==> src/sv/pbaa_pkg.sv <==
package pbaa_pkg;

  localparam int unsigned KIND_W   = 3;
  localparam int unsigned BASE_W   = 12;
  localparam int unsigned INDEX_W  = 16;
  localparam int unsigned WORD_W   = 32;
  localparam int unsigned STATUS_W = 2;
  localparam int unsigned SLICE_W  = 26;
  localparam int unsigned LEN_W    = 16;
  localparam int unsigned SUM_W    = 17;

  localparam logic [KIND_W-1:0] KIND_RAW_WR  = 3'd0;
  localparam logic [KIND_W-1:0] KIND_RAW_RD  = 3'd1;
  localparam logic [KIND_W-1:0] KIND_ELEM_WR = 3'd2;
  localparam logic [KIND_W-1:0] KIND_ELEM_RD = 3'd3;
  localparam logic [KIND_W-1:0] KIND_APPEND  = 3'd4;

  localparam logic [STATUS_W-1:0] ST_OK    = 2'd0;
  localparam logic [STATUS_W-1:0] ST_RANGE = 2'd1;
  localparam logic [STATUS_W-1:0] ST_WIDTH = 2'd2;

  localparam logic [2:0] K_MAX = 3'd5;

  function automatic logic [WORD_W-1:0] elem_mask(input logic [2:0] k);
    logic [WORD_W-1:0] m;
    case (k)
      3'd0: m = 32'h0000_0001;
      3'd1: m = 32'h0000_0003;
      3'd2: m = 32'h0000_000F;
      3'd3: m = 32'h0000_00FF;
      3'd4: m = 32'h0000_FFFF;
      3'd5: m = 32'hFFFF_FFFF;
      default: m = 32'h0000_0000;
    endcase
    return m;
  endfunction

endpackage

==> src/sv/pbaa_wrap.sv <==
module pbaa_wrap #(
  parameter int MEM_DEPTH = 4096
) (
  input  logic                           clk,
  input  logic                           load,
  input  logic [pbaa_pkg::SUM_W-1:0]     x,
  output logic [$clog2(MEM_DEPTH)-1:0]   r
);

  localparam int AW = $clog2(MEM_DEPTH);
  localparam int SH = pbaa_pkg::SUM_W + AW;
  localparam int MW = SH - 5;
  localparam int PW = pbaa_pkg::SUM_W + MW;
  localparam int QW = PW - SH;
  localparam logic [63:0] RECIP = ((64'd1 << SH) / 64'(MEM_DEPTH)) + 64'd1;
  localparam logic [pbaa_pkg::SUM_W-1:0] DEPTH_C = pbaa_pkg::SUM_W'(MEM_DEPTH);

  logic [PW-1:0]               prod;
  logic [pbaa_pkg::SUM_W-1:0]  x_r;
  logic [QW-1:0]               q_r;
  logic [pbaa_pkg::SUM_W-1:0]  rem;

  // The quotient by reciprocal is exact over the whole input range.
  assign prod = PW'(x) * PW'(RECIP[MW-1:0]);

  always_ff @(posedge clk) begin
    if (load) begin
      x_r <= x;
      q_r <= prod[PW-1:SH];
    end
  end

  assign rem = x_r - pbaa_pkg::SUM_W'(pbaa_pkg::SUM_W'(q_r) * DEPTH_C);
  assign r   = rem[AW-1:0];

endmodule

==> config.mk <==
export PLATFORM = sky130hd
export DESIGN_NAME = pbaa_wrap
export DESIGN_NICKNAME = d
export VERILOG_FILES = /design/src/sv/pbaa_pkg.sv /design/src/sv/pbaa_wrap.sv
export SDC_FILE = /design/constraint.sdc
export NUM_CORES = 1
export LEC_CHECK = 0
export ABC_AREA = 1
export BUFFER_PORTS_ARGS = -buffer_cell sky130_fd_sc_hd__buf_2
export CORE_AREA = 3 3 40 42
export DETAILED_ROUTE_END_ITERATION = 8
export DIE_AREA = 0 0 43 45
export SYNTH_ARGS = -nofsm -noshare
export SYNTH_HDL_FRONTEND = slang
export SYNTH_SLANG_ARGS = --single-unit
==> constraint.sdc <==
create_clock -name clk -period 0.8 [get_ports clk]
set_input_delay 0.04 -clock clk [delete_from_list [all_inputs] [get_ports clk]]
set_output_delay 0.04 -clock clk [all_outputs]
set_load 0.005 [all_outputs]
==> results of run 1 <==
synthesized netlist by cell type:
cell type / instances
edfxtp_1: 12
metrics by stage:
| step | setup TNS [ps] | hold slack (ps) | cell area (sq um) | util [%] | setup WS, ps |
|---|---|---|---|---|---|
| floorplan | 0 | 139 | 360 | - | 405 |
| global placement | 0 | 217 | 504 | 39.2 | 208 |
| detailed placement | 0 | 218 | 504 | 39.2 | 180 |
| CTS | -9.08 | 167 | 647 | 50.3 | -6.02 |
| global route | -230 | 170 | 647 | 50.3 | -37.5 |
| finish | 0 | 169 | 647 | 50.3 | 5.63 |
what timing repair did:
action / CTS / global route
hold buffers: 12 / 0
setup endpoints to repair: 3 / 11
hold endpoints to repair: 12 / 0
power breakdown:
group | switching (mW) | internal, mW
clock | 0.166 | 0.173
combinational | 0.0484 | 0.0898
sequential | 0.00970 | 0.746
layer usage:
layer	routed length [um]	global-route usage, %
met5	0	0
met4	0	5.42
met3	28	1.20
met2	507	18.0
met1	247	7.69
cells by family (layout without fill, tap and decap cells):
family   count (synthesis)  in the layout  share of synthesized area (%)
flops                   12             12                            100
buf+inv                  0             40                              0
placed cells by master (no fill, tap or decap):
cell type / n
dlygate4sd3_1: 12
clkbuf_4: 3
buf_2: 25
edfxtp_1: 12
worst max path at each step:
stage                        from       to  cells after the start
after CTS                  x_r[5]     r[5]                      1
after floorplan            x_r[0]     r[0]                      0
after detailed placement     load   x_r[1]                      1
after global routing       x_r[1]     r[1]                      1
final                     x_r[11]    r[11]                      1
after global placement       load  x_r[10]                      1
final cells by class:
type | instances | area (sq um) | share of cell area (%)
Timing Repair Buffer | 37 | 245 | 37.9
Clock buffer | 3 | 22.5 | 3.48
Sequential cell | 12 | 360 | 55.7
Tap cell | 15 | 18.8 | 2.90
==> reports/qor.csv, run 1 <==
metric,value,unit
h-tree-depth,1,
status,finished clean,
cts_root_buf,clkbuf_4,
path_buf_inv,1,
stdcell_count,67,
grt_setup_unrepaired,true,
nets,73,
overflow,0,
yosys.area.top_type,edfxtp_1,
n_antenna_cell,0,
multi_input_area,0,sq um
coreArea,1280,sq um
synth_cell_types,1,
wl_per_cell,11.7,um
worst_slew_pin_slew,261,ps
first_iter_violations,1,
grt_max_degree,13,
crit_slowest_cell,edfxtp_1,
finalHoldViolations,0,
placed_cells_incl_taps,52,
cts.repair.resized,0,
cp-end-kind,output port,
synthesis.area,360,sq um
viasPerCell,4.00,
die_h,45,um
p_per_area,1910,nW/um^2
period_share,99.3,%
finalWirelength,782,um
setup_violations,0,
reg_top3,x_r: 12 flops,
vdd_drop_max,0.726,mV
gr-usage-all-layers,8.67,%
fin_crit,794,ps
relSlewSlack,82.6,%
firstDrtPassIters,3,
synth-seq-area-share,100,%
avgSynthCellArea,30.0,sq um
critPathLaunchType,flip-flop,
grt_antenna_before_repair,0,
cts_tree,done,
top_register,x_r,
numCtsBuffers,3,
synth-seq-cells,12,
cp_top_family,flip-flops,
critical_path_class,reg2out,
postRouteAntennaNets,0,
post_cts.repair.setup_buffers,0,
drc,0,
path_max_fanout,1,
yosysWarnings,0,
synthesis.nets,31,
cts.clk_slew.worst_paths,70,ps
whs_path_depth,1,
cap_violations,0,
fmax,1260,MHz
path_cells,buf_2,
drive_gt1_share,53.8,%
clk_path_buf_depth,2,
synth.top_cell.area_share,100,%
holdCritStartpoint,load,
finalWeightedCongestion,0.579,
p_total,1.23,mW
grt_pass1_vias,291,
placementRows,13,
drv_slew,0,
die-area,1940,sq um
area_growth_syn_to_layout,79.5,%
p_leak,0.280,nW
multi_input_gates,0,
fill_cells,108,
hold_end,x_r[2],
initial_utilization,28.0,%
syn-instance-count,12,
vias,268,
grt_first_pass_wirelength,1.24,mm
hp-class,in2reg,
slowest_delay,360,ps
required,760,ps
largest_reg_flops,12,
synth_area_leaders,edfxtp_1,
port_buffers,25,
cts.sinks,12,
die_w,43,um
crit_arrival,750,ps
io_pins,31,
Power figures use the tool's default switching activity.
==> run 2: changes to the inputs <==
- ABC_AREA: 1 -> unset
- PLACE_DENSITY: unset -> 0.63
==> reports/qor.csv, run 2 (synthesis gave the netlist of run 1 again) <==
metric,value,unit
firstDrtPassIters,4,
grt_setup_unrepaired,true,
hp-class,in2reg,
grt_first_pass_wirelength,1.21,mm
layout_common_cells,"buf_2, dlygate4sd3_1, edfxtp_1, clkbuf_4",
cts_root_buf,clkbuf_4,
overflow,0,
vdd_drop_max,0.755,mV
violations,setup timing,
path_buf_inv,1,
path_cells,buf_2,
wl_per_cell,12.5,um
cts.clk_slew.worst_paths,70,ps
clk_path_buf_depth,2,
holdCritStartpoint,load,
required,760,ps
startpoint,x_r[1],
critical_path_class,reg2out,
h-tree-depth,1,
drc,0,
status,"finished, violations left",
relSlewSlack,82.5,%
critPathLaunchType,flip-flop,
placementRows,13,
multi_input_gates,0,
grt_max_degree,13,
worst_slew_pin_slew,262,ps
fill_cells,125,
drv_slew,0,
setup_ws,-6.88,ps
slowest_delay,370,ps
fmax,1240,MHz
finalWeightedCongestion,0.576,
die-area,1940,sq um
die_w,43,um
cts.sinks,12,
p_leak,0.280,nW
gr-usage-all-layers,9.28,%
numCtsBuffers,3,
grt_pass1_vias,276,
hold_ws,164,ps
cts_tree,done,
die_h,45,um
crit_arrival,770,ps
final_common_cell,buf_2,
drive_gt1_share,53.8,%
cp_top_family,flip-flops,
multi_input_area,0,sq um
io_pins,31,
grt_antenna_before_repair,0,
crit_slowest_cell,edfxtp_1,
coreArea,1280,sq um
finalWirelength,838,um
setup_violations,2,
first_iter_violations,2,
port_buffers,25,
vias,271,
n_antenna_cell,0,
fin_crit,807,ps
cp-end-kind,output port,
fin_util,50.3,%
finalHoldViolations,0,
reg_top3,x_r: 12 flops,
post_cts.repair.setup_buffers,0,
initial_utilization,28.0,%
area_growth_syn_to_layout,79.5,%
cap_violations,0,
postRouteAntennaNets,0,
cts.repair.resized,0,
largest_reg_flops,12,
pre_cts_slack,182,ps
p_per_area,1920,nW/um^2
nets,73,
period_share,101,%
top_register,x_r,
viasPerCell,4.04,
path_max_fanout,1,
==> run 2: cell counts in the layout (fill, tap and decap cells not counted) <==
Identical to the previous run, type by type.
==> run 2: timing repair <==
action | 4_1_cts | 5_1_grt
endpoints found under the setup margin | 4 | 12
hold buffers | 12 | 0
cloned | 0 | 0
hold endpoints to repair | 12 | 0
==> run 2: final cells by class <==
cell class / instances / area [sq um] / share of cell area (%)
well taps: 15 / 18.8 / 2.90
flip-flops and latches: 12 / 360 / 55.7
clock buffers: 3 / 22.5 / 3.48
repair buffers: 37 / 245 / 37.9
==> run 2: report_power, final <==
group          switching, mW  leakage, nW  internal, mW
clock                  0.175       0.0138         0.174
combinational         0.0495        0.148        0.0899
sequential           0.00988        0.117         0.746
total                  0.235        0.280          1.01
==> run 2: path summary, 6_finish.rpt <==
kind / slack (ps) / cells after the start / end
min: 160 / 1 / x_r[10]
max: -7 / 1 / r[1]
==> run 2: layer usage <==
layer	global-route usage (%)	vias up	wire length, um
met1	7.20	135	265
met2	18.0	6	546
li1	-	130	-
met5	0	-	0
met3	3.59	0	27
met4	7.23	0	0
==> run 2: metrics by stage <==
step | total power [mW] | setup TNS [ps] | cells | area [sq um]
2_1_floorplan | 0.781 | 0 | 12 | 360
3_3_place_gp | 0.859 | 0 | 52 | 504
3_5_place_dp | 0.866 | 0 | 52 | 504
4_1_cts | 1.25 | -46.7 | 67 | 647
5_1_grt | 1.30 | -311 | 67 | 647
6_report | 1.24 | -9.39 | 67 | 647
